**src/rtl/tlcd_pkg.sv**
```systemverilog
`timescale 1ns / 1ps
// ----------------------------------------------------------------------------
// Two-line character display package
// Shared constants, command encodings and types of the display buffer.
// ----------------------------------------------------------------------------
package tlcd_pkg;

   localparam int DEF_COLUMNS = 16;
   localparam int QUEUE_DEPTH = 2;
   localparam int QPTR_W      = $clog2(QUEUE_DEPTH);
   localparam int QCNT_W      = $clog2(QUEUE_DEPTH + 1);
   localparam logic [7:0] SPACE_CODE = 8'h20;

   typedef enum logic [3:0] {
      ACT_WRITE = 4'd0,
      ACT_CLEAR = 4'd1,
      ACT_EOL   = 4'd2,
      ACT_UP    = 4'd3,
      ACT_DOWN  = 4'd4,
      ACT_RIGHT = 4'd5,
      ACT_LEFT  = 4'd6,
      ACT_SET   = 4'd7,
      ACT_READ  = 4'd8
   } action_type;

   typedef enum logic [3:0] {
      OP_NOP,
      OP_WRITE,
      OP_CLEAR,
      OP_EOL,
      OP_UP,
      OP_DOWN,
      OP_RIGHT,
      OP_LEFT,
      OP_SET,
      OP_READ
   } op_type;

   typedef struct packed {
      op_type     op;
      logic [7:0] char_code;
      logic       row;
      logic [3:0] col;
   } cmd_type;

   typedef enum logic {
      ST_IDLE,
      ST_READ
   } back_state_type;

endpackage

```
**src/rtl/tlcd_ram.sv**
```systemverilog
`timescale 1ns / 1ps
// ----------------------------------------------------------------------------
// Generic RAM
// Single write port and single read port with registered read data.
// ----------------------------------------------------------------------------
module tlcd_ram #(
   parameter int WIDTH = 8,
   parameter int DEPTH = 32
) (
   input  logic                     clock,
   input  logic                     wr_en,
   input  logic [$clog2(DEPTH)-1:0] wr_addr,
   input  logic [WIDTH-1:0]         wr_data,
   input  logic                     rd_en,
   input  logic [$clog2(DEPTH)-1:0] rd_addr,
   output logic [WIDTH-1:0]         rd_data
);

   logic [WIDTH-1:0] mem_ff [DEPTH];
   logic [WIDTH-1:0] rd_data_ff;

   always_ff @(posedge clock) begin
      if (wr_en) begin
         mem_ff[wr_addr] <= wr_data;
      end
      if (rd_en) begin
         rd_data_ff <= mem_ff[rd_addr];
      end
   end

   assign rd_data = rd_data_ff;

endmodule

```
**src/rtl/tlcd_front.sv**
```systemverilog
`timescale 1ns / 1ps
// ----------------------------------------------------------------------------
// Display command front end
// Accepts command items, decodes them and holds them in a short queue.
// ----------------------------------------------------------------------------
module tlcd_front #(
   parameter int COLUMNS = tlcd_pkg::DEF_COLUMNS
) (
   input  logic              clock,
   input  logic              reset,
   input  logic              in_valid,
   output logic              in_ready,
   input  logic [3:0]        in_action,
   input  logic [7:0]        in_char,
   input  logic              in_row,
   input  logic [3:0]        in_col,
   output logic              cmd_valid,
   output tlcd_pkg::cmd_type cmd,
   input  logic              cmd_pop
);
   import tlcd_pkg::*;

   cmd_type            q_ff [QUEUE_DEPTH];
   logic [QPTR_W-1:0]  wr_ptr_ff, wr_ptr_in;
   logic [QPTR_W-1:0]  rd_ptr_ff, rd_ptr_in;
   logic [QCNT_W-1:0]  count_ff, count_in;
   cmd_type            dec;
   logic               col_ok;
   logic               push;

   always_comb begin
      col_ok        = {28'd0, in_col} < 32'(COLUMNS);
      dec.char_code = in_char;
      dec.row       = in_row;
      dec.col       = in_col;
      case (in_action)
         ACT_WRITE: dec.op = OP_WRITE;
         ACT_CLEAR: dec.op = OP_CLEAR;
         ACT_EOL:   dec.op = OP_EOL;
         ACT_UP:    dec.op = OP_UP;
         ACT_DOWN:  dec.op = OP_DOWN;
         ACT_RIGHT: dec.op = OP_RIGHT;
         ACT_LEFT:  dec.op = OP_LEFT;
         ACT_SET:   dec.op = col_ok ? OP_SET : OP_NOP;
         ACT_READ:  dec.op = col_ok ? OP_READ : OP_NOP;
         default:   dec.op = OP_NOP;
      endcase
   end

   assign in_ready  = count_ff != QCNT_W'(QUEUE_DEPTH);
   assign cmd_valid = count_ff != '0;
   assign cmd       = q_ff[rd_ptr_ff];
   assign push      = in_valid && in_ready;

   always_comb begin
      wr_ptr_in = push ? wr_ptr_ff + 1'b1 : wr_ptr_ff;
      rd_ptr_in = cmd_pop ? rd_ptr_ff + 1'b1 : rd_ptr_ff;
      count_in  = count_ff;
      if (push && !cmd_pop) begin
         count_in = count_ff + 1'b1;
      end else if (!push && cmd_pop) begin
         count_in = count_ff - 1'b1;
      end
   end

   always_ff @(posedge clock) begin
      if (reset) begin
         wr_ptr_ff <= '0;
         rd_ptr_ff <= '0;
         count_ff  <= '0;
      end else begin
         wr_ptr_ff <= wr_ptr_in;
         rd_ptr_ff <= rd_ptr_in;
         count_ff  <= count_in;
      end
   end

   always_ff @(posedge clock) begin
      if (push) begin
         q_ff[wr_ptr_ff] <= dec;
      end
   end

endmodule

```
**src/rtl/tlcd_back.sv**
```systemverilog
`timescale 1ns / 1ps
// ----------------------------------------------------------------------------
// Display command back end
// Executes decoded commands on the character store and the cursor and
// registers one result item per command.
// ----------------------------------------------------------------------------
module tlcd_back #(
   parameter int COLUMNS = tlcd_pkg::DEF_COLUMNS
) (
   input  logic              clock,
   input  logic              reset,
   input  logic              cmd_valid,
   input  tlcd_pkg::cmd_type cmd,
   output logic              cmd_pop,
   output logic              out_valid,
   input  logic              out_ready,
   output logic              out_ok,
   output logic              out_row,
   output logic [3:0]        out_col,
   output logic [7:0]        out_char
);
   import tlcd_pkg::*;

   localparam int DEPTH = 2 * COLUMNS;
   localparam int AW    = $clog2(DEPTH);
   localparam int CW    = $clog2(COLUMNS);
   localparam logic [CW-1:0] LAST_COL = CW'(COLUMNS - 1);

   back_state_type   state_ff, state_in;
   logic             row_ff, row_in;
   logic [CW-1:0]    col_ff, col_in;
   logic [DEPTH-1:0] valid_ff, valid_in;
   logic             hit_ff, hit_in;
   logic             rsp_valid_ff, rsp_valid_in;
   logic             rsp_ok_ff, rsp_ok_in;
   logic             rsp_row_ff, rsp_row_in;
   logic [3:0]       rsp_col_ff, rsp_col_in;
   logic [7:0]       rsp_char_ff, rsp_char_in;
   logic             out_free;
   logic             ok;
   logic             load;
   logic [CW+3:0]    col_wide;
   logic [CW+3:0]    tcol_wide;
   logic [CW-1:0]    tcol;
   logic [AW-1:0]    cur_addr;
   logic [AW-1:0]    tgt_addr;
   logic             wr_en;
   logic             rd_en;
   logic [7:0]       rd_data;

   function automatic logic [AW-1:0] cell_addr(input logic row, input logic [CW-1:0] col);
      logic [AW-1:0] base;
      base = row ? AW'(COLUMNS) : '0;
      return base + AW'(col);
   endfunction

   assign tcol_wide = (CW + 4)'(cmd.col);
   assign tcol      = tcol_wide[CW-1:0];
   assign cur_addr  = cell_addr(row_ff, col_ff);
   assign tgt_addr  = cell_addr(cmd.row, tcol);
   assign out_free  = !rsp_valid_ff || out_ready;

   always_comb begin
      state_in     = state_ff;
      row_in       = row_ff;
      col_in       = col_ff;
      valid_in     = valid_ff;
      hit_in       = hit_ff;
      cmd_pop      = 1'b0;
      wr_en        = 1'b0;
      rd_en        = 1'b0;
      ok           = 1'b0;
      load         = 1'b0;
      rsp_valid_in = rsp_valid_ff && !out_ready;
      rsp_char_in  = 8'd0;
      case (state_ff)
         ST_IDLE: begin
            if (cmd_valid && out_free) begin
               cmd_pop = 1'b1;
               load    = 1'b1;
               case (cmd.op)
                  OP_WRITE: begin
                     wr_en              = 1'b1;
                     valid_in[cur_addr] = 1'b1;
                     ok                 = 1'b1;
                     if (col_ff != LAST_COL) begin
                        col_in = col_ff + 1'b1;
                     end else if (!row_ff) begin
                        row_in = 1'b1;
                        col_in = '0;
                     end
                  end
                  OP_CLEAR: begin
                     valid_in = '0;
                     row_in   = 1'b0;
                     col_in   = '0;
                     ok       = 1'b1;
                  end
                  OP_EOL: begin
                     ok = 1'b1;
                     for (int r = 0; r < 2; r++) begin
                        for (int c = 0; c < COLUMNS; c++) begin
                           if ((1'(r) == row_ff) && (CW'(c) >= col_ff)) begin
                              valid_in[r * COLUMNS + c] = 1'b0;
                           end
                        end
                     end
                  end
                  OP_UP: begin
                     ok     = row_ff;
                     row_in = 1'b0;
                  end
                  OP_DOWN: begin
                     ok     = !row_ff;
                     row_in = 1'b1;
                  end
                  OP_RIGHT: begin
                     if (col_ff != LAST_COL) begin
                        col_in = col_ff + 1'b1;
                        ok     = 1'b1;
                     end else if (!row_ff) begin
                        row_in = 1'b1;
                        col_in = '0;
                        ok     = 1'b1;
                     end
                  end
                  OP_LEFT: begin
                     if (col_ff != '0) begin
                        col_in = col_ff - 1'b1;
                        ok     = 1'b1;
                     end else if (row_ff) begin
                        row_in = 1'b0;
                        col_in = LAST_COL;
                        ok     = 1'b1;
                     end
                  end
                  OP_SET: begin
                     row_in = cmd.row;
                     col_in = tcol;
                     ok     = 1'b1;
                  end
                  OP_READ: begin
                     rd_en    = 1'b1;
                     hit_in   = valid_ff[tgt_addr];
                     load     = 1'b0;
                     state_in = ST_READ;
                  end
                  default: begin
                     ok = 1'b0;
                  end
               endcase
            end
         end
         ST_READ: begin
            if (out_free) begin
               load        = 1'b1;
               ok          = 1'b1;
               rsp_char_in = hit_ff ? rd_data : SPACE_CODE;
               state_in    = ST_IDLE;
            end
         end
         default: begin
            state_in = ST_IDLE;
         end
      endcase
      if (load) begin
         rsp_valid_in = 1'b1;
      end
   end

   assign col_wide   = (CW + 4)'(col_in);
   assign rsp_ok_in  = ok;
   assign rsp_row_in = row_in;
   assign rsp_col_in = col_wide[3:0];

   always_ff @(posedge clock) begin
      if (reset) begin
         state_ff     <= ST_IDLE;
         row_ff       <= 1'b0;
         col_ff       <= '0;
         valid_ff     <= '0;
         rsp_valid_ff <= 1'b0;
      end else begin
         state_ff     <= state_in;
         row_ff       <= row_in;
         col_ff       <= col_in;
         valid_ff     <= valid_in;
         rsp_valid_ff <= rsp_valid_in;
      end
   end

   always_ff @(posedge clock) begin
      hit_ff <= hit_in;
      if (load) begin
         rsp_ok_ff   <= rsp_ok_in;
         rsp_row_ff  <= rsp_row_in;
         rsp_col_ff  <= rsp_col_in;
         rsp_char_ff <= rsp_char_in;
      end
   end

   tlcd_ram #(
      .WIDTH (8),
      .DEPTH (DEPTH)
   ) u_store (
      .clock   (clock),
      .wr_en   (wr_en),
      .wr_addr (cur_addr),
      .wr_data (cmd.char_code),
      .rd_en   (rd_en),
      .rd_addr (tgt_addr),
      .rd_data (rd_data)
   );

   assign out_valid = rsp_valid_ff;
   assign out_ok    = rsp_ok_ff;
   assign out_row   = rsp_row_ff;
   assign out_col   = rsp_col_ff;
   assign out_char  = rsp_char_ff;

endmodule

```
**src/rtl/two_line_char_display_cursor_top.sv**
```systemverilog
`timescale 1ns / 1ps
// ----------------------------------------------------------------------------
// Two-line character display buffer with cursor
// Pipeline: an accepted command item is held in the front-end queue, then
// executed and its result registered for the response output; a read cell
// command adds the registered store read and a read state of the execute stage.
// Throughput: one item per cycle while results are taken and no read is pending.
// Clear and clear to end of line act on per-cell valid flags.
// Reset: synchronous; all cells read as space, cursor at row 0, column 0.
// ----------------------------------------------------------------------------
module two_line_char_display_cursor_top #(
   parameter int COLUMNS = tlcd_pkg::DEF_COLUMNS
) (
   input  logic        clock,
   input  logic        reset,
   input  logic        req_tvalid,
   output logic        req_tready,
   // action[3:0], char_code[11:4], target_row[12], target_column[16:13]
   input  logic [23:0] req_tdata,
   output logic        rsp_tvalid,
   input  logic        rsp_tready,
   // ok[0], cursor_row[1], cursor_column[5:2], read_char[13:6]
   output logic [15:0] rsp_tdata
);
   import tlcd_pkg::*;

   logic       cmd_valid;
   cmd_type    cmd;
   logic       cmd_pop;
   logic       rsp_ok;
   logic       rsp_row;
   logic [3:0] rsp_col;
   logic [7:0] rsp_char;

   tlcd_front #(
      .COLUMNS (COLUMNS)
   ) u_front (
      .clock     (clock),
      .reset     (reset),
      .in_valid  (req_tvalid),
      .in_ready  (req_tready),
      .in_action (req_tdata[3:0]),
      .in_char   (req_tdata[11:4]),
      .in_row    (req_tdata[12]),
      .in_col    (req_tdata[16:13]),
      .cmd_valid (cmd_valid),
      .cmd       (cmd),
      .cmd_pop   (cmd_pop)
   );

   tlcd_back #(
      .COLUMNS (COLUMNS)
   ) u_back (
      .clock     (clock),
      .reset     (reset),
      .cmd_valid (cmd_valid),
      .cmd       (cmd),
      .cmd_pop   (cmd_pop),
      .out_valid (rsp_tvalid),
      .out_ready (rsp_tready),
      .out_ok    (rsp_ok),
      .out_row   (rsp_row),
      .out_col   (rsp_col),
      .out_char  (rsp_char)
   );

   assign rsp_tdata = {2'b00, rsp_char, rsp_col, rsp_row, rsp_ok};

   a_pop_nonempty: assert property (@(posedge clock) disable iff (reset)
      cmd_pop |-> cmd_valid)
      else $error("command queue popped while empty");

   a_full_nonempty: assert property (@(posedge clock) disable iff (reset)
      !req_tready |-> cmd_valid)
      else $error("queue refuses items while holding none");

   a_char_needs_ok: assert property (@(posedge clock) disable iff (reset)
      (rsp_tvalid && (rsp_char != 8'd0)) |-> rsp_ok)
      else $error("read character returned on a refused command");

endmodule
```
**config.mk**
```make
export PLATFORM = sky130hd
export DESIGN_NAME = two_line_char_display_cursor_top
export DESIGN_NICKNAME = d
export VERILOG_FILES = /design/src/rtl/tlcd_pkg.sv /design/src/rtl/tlcd_ram.sv /design/src/rtl/tlcd_front.sv /design/src/rtl/tlcd_back.sv /design/src/rtl/two_line_char_display_cursor_top.sv
export SDC_FILE = /design/constraint.sdc
export NUM_CORES = 1
export LEC_CHECK = 0
export ABC_AREA = 1
export BUFFER_PORTS_ARGS = -buffer_cell sky130_fd_sc_hd__buf_2
export CAP_MARGIN = 5
export CORE_MARGIN = 4
export CORE_UTILIZATION = 62
export DETAILED_ROUTE_END_ITERATION = 8
export PLACE_DENSITY = 0.79
export REMOVE_ABC_BUFFERS = 1
export SLEW_MARGIN = 20
export SYNTH_ARGS = -nofsm -noshare
export SYNTH_HDL_FRONTEND = slang
export SYNTH_SLANG_ARGS = --single-unit
```
**constraint.sdc**
```tcl
create_clock -name clock -period 3.3 [get_ports clock]
set_clock_uncertainty 0.05 [all_clocks]
set_input_delay 0.33 -clock clock [delete_from_list [all_inputs] [get_ports clock]]
set_output_delay 0.33 -clock clock [all_outputs]
set_load 0.01 [all_outputs]
```
# After elaboration in Yosys (flattened, before gate mapping)
# Memory sizes are Yosys's and may differ from the RTL's. A register that Yosys moved wholly into a read port is not among the register bits.
# Index checks and enable logic that the tools add are counted.
op_classes:
  bitwise: 3
  magnitude_cmp: 19
  eq_ne: 43
  reduce_logical: 86
  mux: 82
  n_addsub: 8
op_table:
  columns: ["operator", "n"]
  rows:
  - ["4-bit AND reduction", 32]
  - ["32-bit case mux with 3 select lines", 1]
  - ["2-bit by 1-bit != test with 1-bit output (second input constant)", 32]
  - ["1-bit 2-to-1 mux", 62]
  - ["1-bit logical AND", 38]
  - ["4-bit greater-or-equal comparator (first input constant)", 8]
  - ["32-bit bitwise OR", 1]
  - ["4-bit 2-to-1 mux", 6]
  - ["4-bit by 3-bit equality test with 1-bit output (second input constant)", 4]
  - ["3-bit by 4-bit greater-or-equal comparator with 1-bit output (first input constant)", 4]
  - ["4-bit case mux with 4 select lines", 1]
  - ["5-bit by 6-bit < comparator with 1-bit output (second input constant)", 2]
  - ["5-bit by 4-bit adder with 5-bit output", 2]
  - ["5-bit 2-to-1 mux", 2]
  - ["1-bit case mux with 5 select lines", 2]
  - ["4-bit by 2-bit equality test with 1-bit output (second input constant)", 2]
  - ["4-bit equality test (second input constant)", 2]
  - ["1-bit by 4-bit greater-or-equal comparator with 1-bit output (first input constant)", 2]
  - ["2-bit by 4-bit greater-or-equal comparator with 1-bit output (first input constant)", 2]
  - ["6-bit 2-to-1 mux", 1]
  - ["1-bit case mux with 2 select lines", 3]
  - ["3-bit AND reduction", 2]
  - ["1-bit binary-select mux with 5-bit select", 1]
  - ["1-bit demux with 5-bit select", 1]
  - ["19 further kinds", 28]
word_totals:
  ram_bits: 290
  in_bits: 28
  n_memories: 3
  romBits: 64
  reg_bits: 58
  wordCells: 289
memory_table:
  columns: ["name", "words", "width", "read_ports", "rd_clocked_by_memory_dff", "wr", "line_no", "source"]
  rows:
  - ["u_back.u_store.mem_ff", 32, 8, 1, 1, 1, "tlcd_ram.sv:19", "logic [WIDTH-1:0] mem_ff [DEPTH];"]
  - ["(name not given)", 16, 4, 1, 0, 0, "tlcd_front.sv:36", "case (in_action)"]
  - ["u_front.q_ff", 2, 17, 1, 1, 1, "tlcd_front.sv:23", "cmd_type q_ff [QUEUE_DEPTH];"]

# Logic depth before layout (Yosys ltp)
# Gate-level depths: netlist of run 1.
logic_depth:
  word_depth: 8
  depth_mapped: 14
  ltp_nobuf: 13

# Modules after synthesis
# Synthesis of run 1 repeated with hierarchy kept, for this count alone.
hier_totals:
  cells_unflattened: 1559
  hier_area_um2: 15916.5
by_module_without_submodules:
  columns: ["mod", "instances", "seq_area_each_um2", "cells_each", "area_each_um2"]
  rows:
  - ["tlcd_ram", 1, 7927.6, 922, 10866.7]
  - ["tlcd_back", 1, 1231.2, 531, 3415.8]
  - ["tlcd_front", 1, 1121.1, 101, 1600.3]
  - ["two_line_char_display_cursor_top", 1, 0.0, 5, 33.8]

# Least setup slack after synthesis of run 1
# Ideal clock, no wire load.
synth_timing:
  path_kind: "register to register"
  from: "reg with a tool-made name"
  to: "mem u_back.u_store.mem_ff[14][0], enable pin"
  path_stages_with_launch: 10
  arrival_time_ns: 2.029
  slack_ns: 0.826
  setup_time_ns: 0.395
  period_less_slack_ns: 2.474
  path_cell_list: "dfxtp_1 -> buf_6 -> inv_6 -> buf_6 -> nand2_1 -> nand2_2 -> nor2_2 -> nand3_1 -> buf_2 -> nor4_1"
synth_lines:
  columns: ["item", "line_no"]
  rows:
  - ["to (decl)", "tlcd_ram.sv:19"]

==> results of run 1 <==
-- kinds of logic (layout without fill, tap and decap cells) --
| group | after synthesis | after routing |
|---|---|---|
| AOI/OAI and AO/OA | 145 | 145 |
| other | 1 | 2 |
| buffers and inverters | 177 | 272 |
| and+or+nand+nor | 882 | 882 |
| DFF | 357 | 357 |
| adders and majority gates | 9 | 9 |
| xor gates and xnor gates | 2 | 2 |
-- per-layer routing --
layer,GRT usage,wire length [um],vias up
li1,-,-,5461
met1,0.370,14900,5522
met2,0.456,18900,600
met3,0.0456,3610,87
met4,0.101,1270,0
met5,0,0,-
-- sequential cells by signal, summed over array words and instances (netlist names), named ones only --
signal and flops:
u_back.state_ff 1, u_back.out_ok 1, u_back.valid_ff 32, u_back.col_ff 4, u_back.out_valid 1, u_back.u_store.mem_ff 256
u_front.wr_ptr_ff 1, u_back.row_ff 1, u_front.rd_ptr_ff 1, u_front.count_ff 2, u_back.u_store.rd_data 8, u_front.q_ff 34
u_back.out_row 1, u_back.out_col 4, u_back.out_char 8, u_back.hit_ff 1
-- report_power, final --
group | internal, mW | switching [mW] | leakage, nW | total, mW
logic | 1.66 | 4.30 | 3.27 | 5.97
registers | 5.72 | 0.167 | 3.20 | 5.89
clock network | 2.41 | 1.63 | 0.562 | 4.04
-- worst max-delay path, cell delays in order (launching register included) --
cell	delay [ns]
dfxtp_1	0.67
buf_4	0.32
nand2_1	0.12
nand2_4	0.27
buf_12	0.32
nand2_1	0.11
o211ai_1	0.11
nand3_1	0.12
nand3_1	0.13
nand2_1	0.13
nand2_1	0.07
nand2_1	0.05
-- cell type report --
class / instances / area [um^2] / area share
clock buffer: 49 / 991 / 0.0553
clock inverter: 12 / 168 / 0.00936
inverter: 99 / 377 / 0.0210
multi-input combinational: 1040 / 4830 / 0.269
sequential: 357 / 10300 / 0.574
tap: 330 / 413 / 0.0230
timing repair buffer: 112 / 858 / 0.0479
-- worst paths after layout --
| path | slack, ns | depth (start not counted) | start | end |
|---|---|---|---|---|
| worst max-delay path | 0.55 | 11 | register | u_back.u_store.rd_data[2] |
| worst min-delay path | 0.12 | 2 | req_tdata[2] | u_front.q_ff[1][15] |
| worst max register to register | 0.55 | 11 | register | u_back.u_store.rd_data[2] |
| worst min register to register | 0.40 | 2 | u_back.valid_ff[8] | u_back.valid_ff[8] |
-- cell usage in the layout, fill, tap and decap left out, types with 13 or more instances in the layout --
cell,instances
a21o_1,32
a21oi_1,29
buf_2,36
buf_4,57
clkbuf_16,37
dfxtp_1,44
dlygate4sd3_1,13
edfxtp_1,313
inv_1,86
nand2_1,539
nand3_1,174
nor2_1,101
nor3_1,26
o211ai_1,25
o21ai_0,28
==> results by stage, run 1 <==
Logic synthesis:
- For this run, asynchronously set or reset flops after synthesis account for 0.
- The cell count after synthesis is around 1,600.
- By instance count, the leading cell after synthesis is nand2_1.
- After synthesis, the cell types taking the most area are edfxtp_1, nand2_1, dfxtp_1.
- By area, the combinational part of the netlist is dominated by simple AND/OR/NAND/NOR gates.
- During synthesis, Yosys emitted a total of 0 warnings.
- By count the netlist is led by nand2_1, edfxtp_1, nand3_1.
- The compound-cell area share of the yosys netlist was 0.0593.
- After synthesis the cells add up to ~16,000 um^2.
- The portion of netlist area occupied by mux cells is 0.
- The share of synthesized area in the top cell type comes to 0.592.
- The dominant synthesized flop cell is edfxtp_1.
- Of the total synthesized cell area, the portion taken by full adders, half adders and majority gates is 0.00709.
- Synthesis inferred about 360 register bits.
- The xor and xnor fraction of the mapped netlist area is 0.00110.
- The number of enable flip-flop cells after synthesis is between 300 and 400.
- Of the total synthesized cell area, the portion taken by AND, OR, NAND and NOR gates is 0.235.
- For this run, the register share of the synthesized area comes to 0.647.
- The cell taking the most area after synthesis is edfxtp_1.
- Synthesis instantiated 45 different standard cells from the library.
- The synthesized area per cell is 10.1 um^2.

Floorplan:
- For this configuration, the core starts out at a cell density of 0.631.
- The placeable core area is 25,200 um^2.
- Measured along the x axis, the die boundary spans 168 um.
- During I/O placement, the number of pins put on the boundary was 46.
- The die span in y is approximately 170 um.
- The floorplan step defined a die boundary enclosing about 28,000 um^2.
- The floorplan has 58 rows.

Critical path:
- For the worst setup path, the data required time is ~3.5 ns.
- The kind of start point of the critical path is a register.
- The type of the worst setup path is reg -> reg.
- At the worst endpoint, the arrival time is about 3.0 ns.
- The critical path endpoint category is a register.
- The maximum fanout along the worst path is 61.

STA:
- In the finished design, the share of the clock period the worst path needs comes to 0.833.
- On the final layout, the worst hold slack is approximately 0.12 ns.
- The actual transition at the worst max-transition pin is approximately 0.85 ns.
- The final setup violation count is 0.
- The accumulated negative setup slack is 0 ns.
- The final critical delay including setup and external delays is 2.75 ns.
- The number of hold violations in the final report is 0.
- The maximum clock frequency is 364 MHz.
- Setup repair after global routing left no endpoint under its margin.
- The count of final max-slew check failures is 0.
- The smallest setup slack after layout is 0.550 ns.
- The relative slew slack is 0.431.

Final layout:
- For this run, the share of the core covered by cells in the final layout is 0.711.
- At the end of the flow, the number of nets in the layout was approximately 1,700.
- The number of inserted diodes is 0.
- The area growth from synthesis to layout is 12.7%.
- The count of cells in the finished layout, fillers not included, comes to roughly 2,000.
- The fraction of final layout cells with drive strength greater than 1 is 0.111.
- Summing all non-filler instances in the final layout gives an area of roughly 18,000 um^2.
- After filler insertion, the fill cell instance count of the layout stands at 1,782.

Detailed routing:
- Across all layers, the routed design uses 11,670 vias.
- The pre-antenna-repair detailed-routing pass consisted of 7 iterations.
- After detailed routing, the total wire length is just under 40,000 um.
- In the final routed layout, each cell accounts on average for roughly 19 um.
- The iteration-0 DRC count of the detailed router is about 1,500.
- After detailed routing, the number of vias per cell comes to a little under 6.
- The antenna violation net count after detailed routing is 0.
- For this run, design rule violations remaining after detail routing come to 0.

GRT:
- The number of global-route vias before repair is ~11,000.
- The number of antenna violations at the first check in global routing is 1.
- For this run the aggregate overflow at the end of global routing stands at 0.
- The overall routing resource usage is 0.275.
- The pin count of the biggest net entering global routing is 65.
- The first global-routing pass estimated 60,900 um of wire.

CTS:
- For this design, the sink count on the clock tree is approximately 360.
- The number of clock buffers inserted by TritonCTS is 35.
- The worst-case clock buffer depth is 3.
- Clock latency on the worst-skew pair, taken at its later pin, is about 0.52 ns.
- The maximum level of the CTS H-tree is 2.
- CTS placed an instance of clkbuf_16 at the clock tree root.
- The number of buffers inserted to repair setup after CTS is 0.
- TritonCTS built the clock tree.
- After clock tree synthesis, the flow added hold-fix buffers numbering 13.
- The clock input transition at the sequential cells of the worst setup and hold paths is around 0.070 ns.
- The post-cts repair resize count is 0.

Placement:
- Summing all placed instances gives a cell area of 16,600 um^2.
- Prior to clock tree synthesis, the placed netlist has a worst setup slack of ~0.6 ns.
- Detailed placement ended at an HPWL of around 24,000 um.
- The number of cells in the design after placement is between 1,500 and 2,000.
- In this run the tool buffered the top-level ports with 36 buffer cells.
- The final weighted congestion of routability-driven global placement is a little under 1.

Run status:
- The run finished with clean final reports.

Run:
- The tool flagged a number of max-cap violations equal to 0.

Power and ir drop:
- The leakage power figure is roughly 7 nW.
- IR analysis of the VDD net gives a maximum drop of 0.000792 V.
- The total power consumption of the routed design is ~16 mW.
- The power density over the cells is slightly below 900 nW/um^2.

Worst hold path:
- The classification of the worst-slack hold path is in -> reg.
No activity file was read; power rests on OpenSTA's default activity.
==> inputs of run 2 (changes only) <==
--- a/config.mk
+++ b/config.mk
@@ -9,9 +9,9 @@
 export BUFFER_PORTS_ARGS = -buffer_cell sky130_fd_sc_hd__buf_2
 export CAP_MARGIN = 5
 export CORE_MARGIN = 4
-export CORE_UTILIZATION = 62
+export CORE_UTILIZATION = 56
 export DETAILED_ROUTE_END_ITERATION = 8
-export PLACE_DENSITY = 0.79
+export PLACE_DENSITY = 0.76
 export REMOVE_ABC_BUFFERS = 1
 export SLEW_MARGIN = 20
 export SYNTH_ARGS = -nofsm -noshare
==> constraint.sdc (replaced) <==
create_clock -name clock -period 2.45 [get_ports clock]
set_clock_uncertainty 0.05 [all_clocks]
set_input_delay 0.245 -clock clock [delete_from_list [all_inputs] [get_ports clock]]
set_output_delay 0.245 -clock clock [all_outputs]
set_load 0.01 [all_outputs]
==> run 2 against run 1 <==
Net effect: final cell count increased by 3.5%; global-route usage decreased by 2.5 points; worst setup slack got worse by 0.41 ns; via count decreased by 0.38%; die area increased by 10%; final area increased by 1.4%; register-to-register slack got worse by 0.41 ns; routed wire length increased by 0.60%; critical path type unchanged; largest cell class unchanged.
==> results by stage, run 2 (same netlist as run 1, synthesis figures left out) <==
Final layout:
- The number of nets at the end of the flow is 1,700 (+1.1%).
- The register with the most flip-flops is u_back.u_store.mem_ff.
- Leaving out fill and tap cells, the most frequent cells in the layout are nand2_1, edfxtp_1, nand3_1, nor2_1, inv_1.
- The flip-flop count of the largest register, all copies and words added came to 256 (unchanged).
- The largest registers in the layout are u_back.u_store.mem_ff: 256 flops, u_front.q_ff: 34 flops, u_back.valid_ff: 32 flops.
- The most common cell after layout, fill and taps aside is nand2_1.
- The number of inserted diodes was 0 (unchanged).
- The filler cell count is 2,101 (+18%).
- The fraction of final layout cells with drive strength greater than 1 is 0.122 (+0.0104).
- Relative to the synthesized area, the layout overhead comes to 14.3%.

Critical path:
- The worst setup path is captured at a register.
- The worst endpoint required time came to 2.62 ns (-0.91 ns).
- The worst setup path is of the reg -> reg kind.
- The delay of the slowest critical-path stage came to 0.35 ns (-0.32 ns).
- The maximum fanout along the worst path is 32 (-48%).
- The slowest stage of the critical path is the dfxtp_1 cell.
- Among the stages of the critical path, the cell type that occurs most often is buf_4.
- The arrival time reported for the critical path endpoint is 2.48 ns (-0.50 ns).
- The kind of start point of the critical path is a register.
- The critical path goes through buf_12, inv_6, nand2_1, nand2_2, nor2_2, nand3_1, buf_4, nor3_1, buf_4.

Power and ir drop:
- The worst supply voltage drop on vdd is 0.000925 V (+17%).
- The share of total power consumed by net switching is 0.384 (about the same).
- The share of total power in sequential cells is 0.360 (-0.010).
- The switching power of the nets was 8.41 mW (+38%).
- The share of power burned in the clock network is 0.257 (+0.003).
- The part of the total power dissipated in combinational logic came to 0.383 (+0.008).
- The internal portion of total power is 13.5 mW (+38%).
- The leakage power figure was 7.15 nW (+1.7%).
- The total power consumption of the routed design was 21.9 mW (+38%).
- The power density over the cells is 1210 nW/um^2 (+36%).

Floorplan:
- The die span in y is 176 um (+5.0%).
- The width of the chip is 176 um (+5.0%).
- The placeable core area came to 27,900 um^2 (+11%).
- The number of cell rows is 61 (+5.2%).
- The initial core utilization is 0.570 (-0.0606).
- The area of the die came to 31,100 um^2 (+10%).
- The number of top-level pins is 46 (unchanged).

CTS:
- The worst-skew pair later-pin latency was 0.52 ns (about the same).
- The clock input transition at the sequential cells of the worst setup and hold paths was 0.06 ns (about the same).
- The tree is rooted in a clkbuf_16.
- The worst-case clock buffer depth was 3 (unchanged).
- The maximum level of the CTS H-tree came to 2 (unchanged).
- The sink count of the clock tree is 357 (unchanged).
- The number of clock buffers inserted by TritonCTS came to 37 (+5.7%).
- The clock tree from TritonCTS is done.

Detailed routing:
- The average wire per cell in the routed design is 18.8 um (-2.8%).
- The final routed wirelength across all metal layers is 38,900 um (+0.60%).
- The number of detailed-routing iterations run before antenna repair came to 6 (-1).
- The routed via count is 11,626 (-0.38%).
- The iteration-0 DRC count of the detailed router is 1,334 (-11%).
- The detailed-route DRC error count is 0 (unchanged).
- The mean number of vias per cell is 5.62 (-3.7%).
- The antenna violation net count after detailed routing is 0 (unchanged).

Placement:
- The final weighted congestion of routability-driven global placement came to 0.934 (-6.0%).
- The post-detailed-placement half-perimeter wirelength came to 24,000 um (+1.7%).
- The count of buffers inserted at the top-level ports came to 36 (unchanged).

STA:
- The final setup violation count is 0 (unchanged).
- The maximum clock frequency came to 433 MHz (+19%).
- The relative slew slack is 0.406 (-0.0255).
- The smallest hold slack is 0.0234 ns (-0.0976 ns).
- Setup repair after global routing left no endpoint under its margin.
- The share of the cycle needed by the critical path after routing is 0.943 (+0.109).
- The accumulated negative setup slack is 0 ns (unchanged).
- The final critical delay including setup and external delays is 2.31 ns (-0.440 ns).
- The actual transition at the worst max-transition pin came to 0.891 ns (+0.0383 ns).
- The count of final max-slew check failures is 0 (unchanged).
- The number of hold violations in the final report was 0 (unchanged).

Run:
- The number of max-capacitance violations reported is 0 (unchanged).

Run status:
- The run finished with clean final reports.

GRT:
- The pin count of the biggest net entering global routing was 89 (+37%).
- The global-route congestion overflow total came to 0 (unchanged).
- The overall routing resource usage is 0.250 (-0.0250).
- The number of antenna violations at the first check in global routing is 1 (unchanged).
- The number of global-route vias before repair was 11,179 (-0.78%).
- The wire length of the first global-routing pass is 60,700 um (-0.29%).

Worst hold path:
- The worst hold path belongs to the class in -> reg.
run 2: changes by cell type in the layout (fill, tap and decap cells not counted), sizes merged:
cell      before  now
inv           93   92
clkinv        13   19
clkinvlp       1    0
bufinv         4    5
buf           99  115
clkbuf        49   50
run 2: power by group through the flow:
| stage | clock network, mW | registers (mW) | logic (mW) |
|---|---|---|---|
| floorplan | 0 | 8.11 | 4.94 |
| global placement | 0 | 7.98 | 8.08 |
| detailed placement | 0 | 7.99 | 8.24 |
| CTS | 5.69 | 7.87 | 8.31 |
| global route | 5.96 | 7.90 | 9.21 |
| finish | 5.63 | 7.87 | 8.39 |
run 2: worst paths after layout:
kind	end	from	depth (start not counted)	slack [ns]
max	u_back.u_store.mem_ff[0][7]	register	9	0.14
min	u_front.q_ff[0][14]	req_tdata[3]	2	0.02
max reg2reg	u_back.u_store.mem_ff[0][7]	register	9	0.14
min reg2reg	u_back.valid_ff[26]	u_back.valid_ff[26]	2	0.39
run 2: area by class of cell:
cell class / count / area [um^2] / share of cell area
Tap cell: 378 / 473 / 0.0260
Multi-Input combinational cell: 1040 / 4830 / 0.266
Inverter: 99 / 377 / 0.0207
Clock inverter: 17 / 218 / 0.0120
Timing Repair Buffer: 128 / 991 / 0.0546
Sequential cell: 357 / 10300 / 0.566
Clock buffer: 50 / 996 / 0.0548
run 2: layer usage:
| layer | vias to the layer above | share of wire | global-route usage |
|---|---|---|---|
| met2 | 538 | 0.48 | 0.408 |
| met5 | - | 0.00033 | 0 |
| met1 | 5495 | 0.40 | 0.345 |
| li1 | 5498 | - | - |
| met3 | 93 | 0.088 | 0.0433 |
| met4 | 2 | 0.034 | 0.0828 |
run 2: repair_timing:
action / in CTS / in global routing
buffers inserted: 0 / 0
gates resized for setup: 0 / 1
hold buffers: 13 / 0
setup endpoints to repair: 0 / 1
endpoints found under the hold margin: 26 / 0
run 2: per-stage QoR:
stage	std cells	worst slack [ns]	cell area (um^2)	util
floorplan	1496	-1.59	15500	-
global placement	1989	0.152	16800	0.604
detailed placement	1989	0.133	16800	0.604
CTS	2069	0.124	18200	0.652
global route	2069	0.0324	18200	0.652
finish	2069	0.141	18200	0.652
run 2: critical path, delay by kind of cell, from the launching register on:
kind | cells | cell delay, ns
flip-flops | 1 | 0.35
AND/OR/NAND/NOR | 5 | 0.80
buffers and inverters | 4 | 0.79
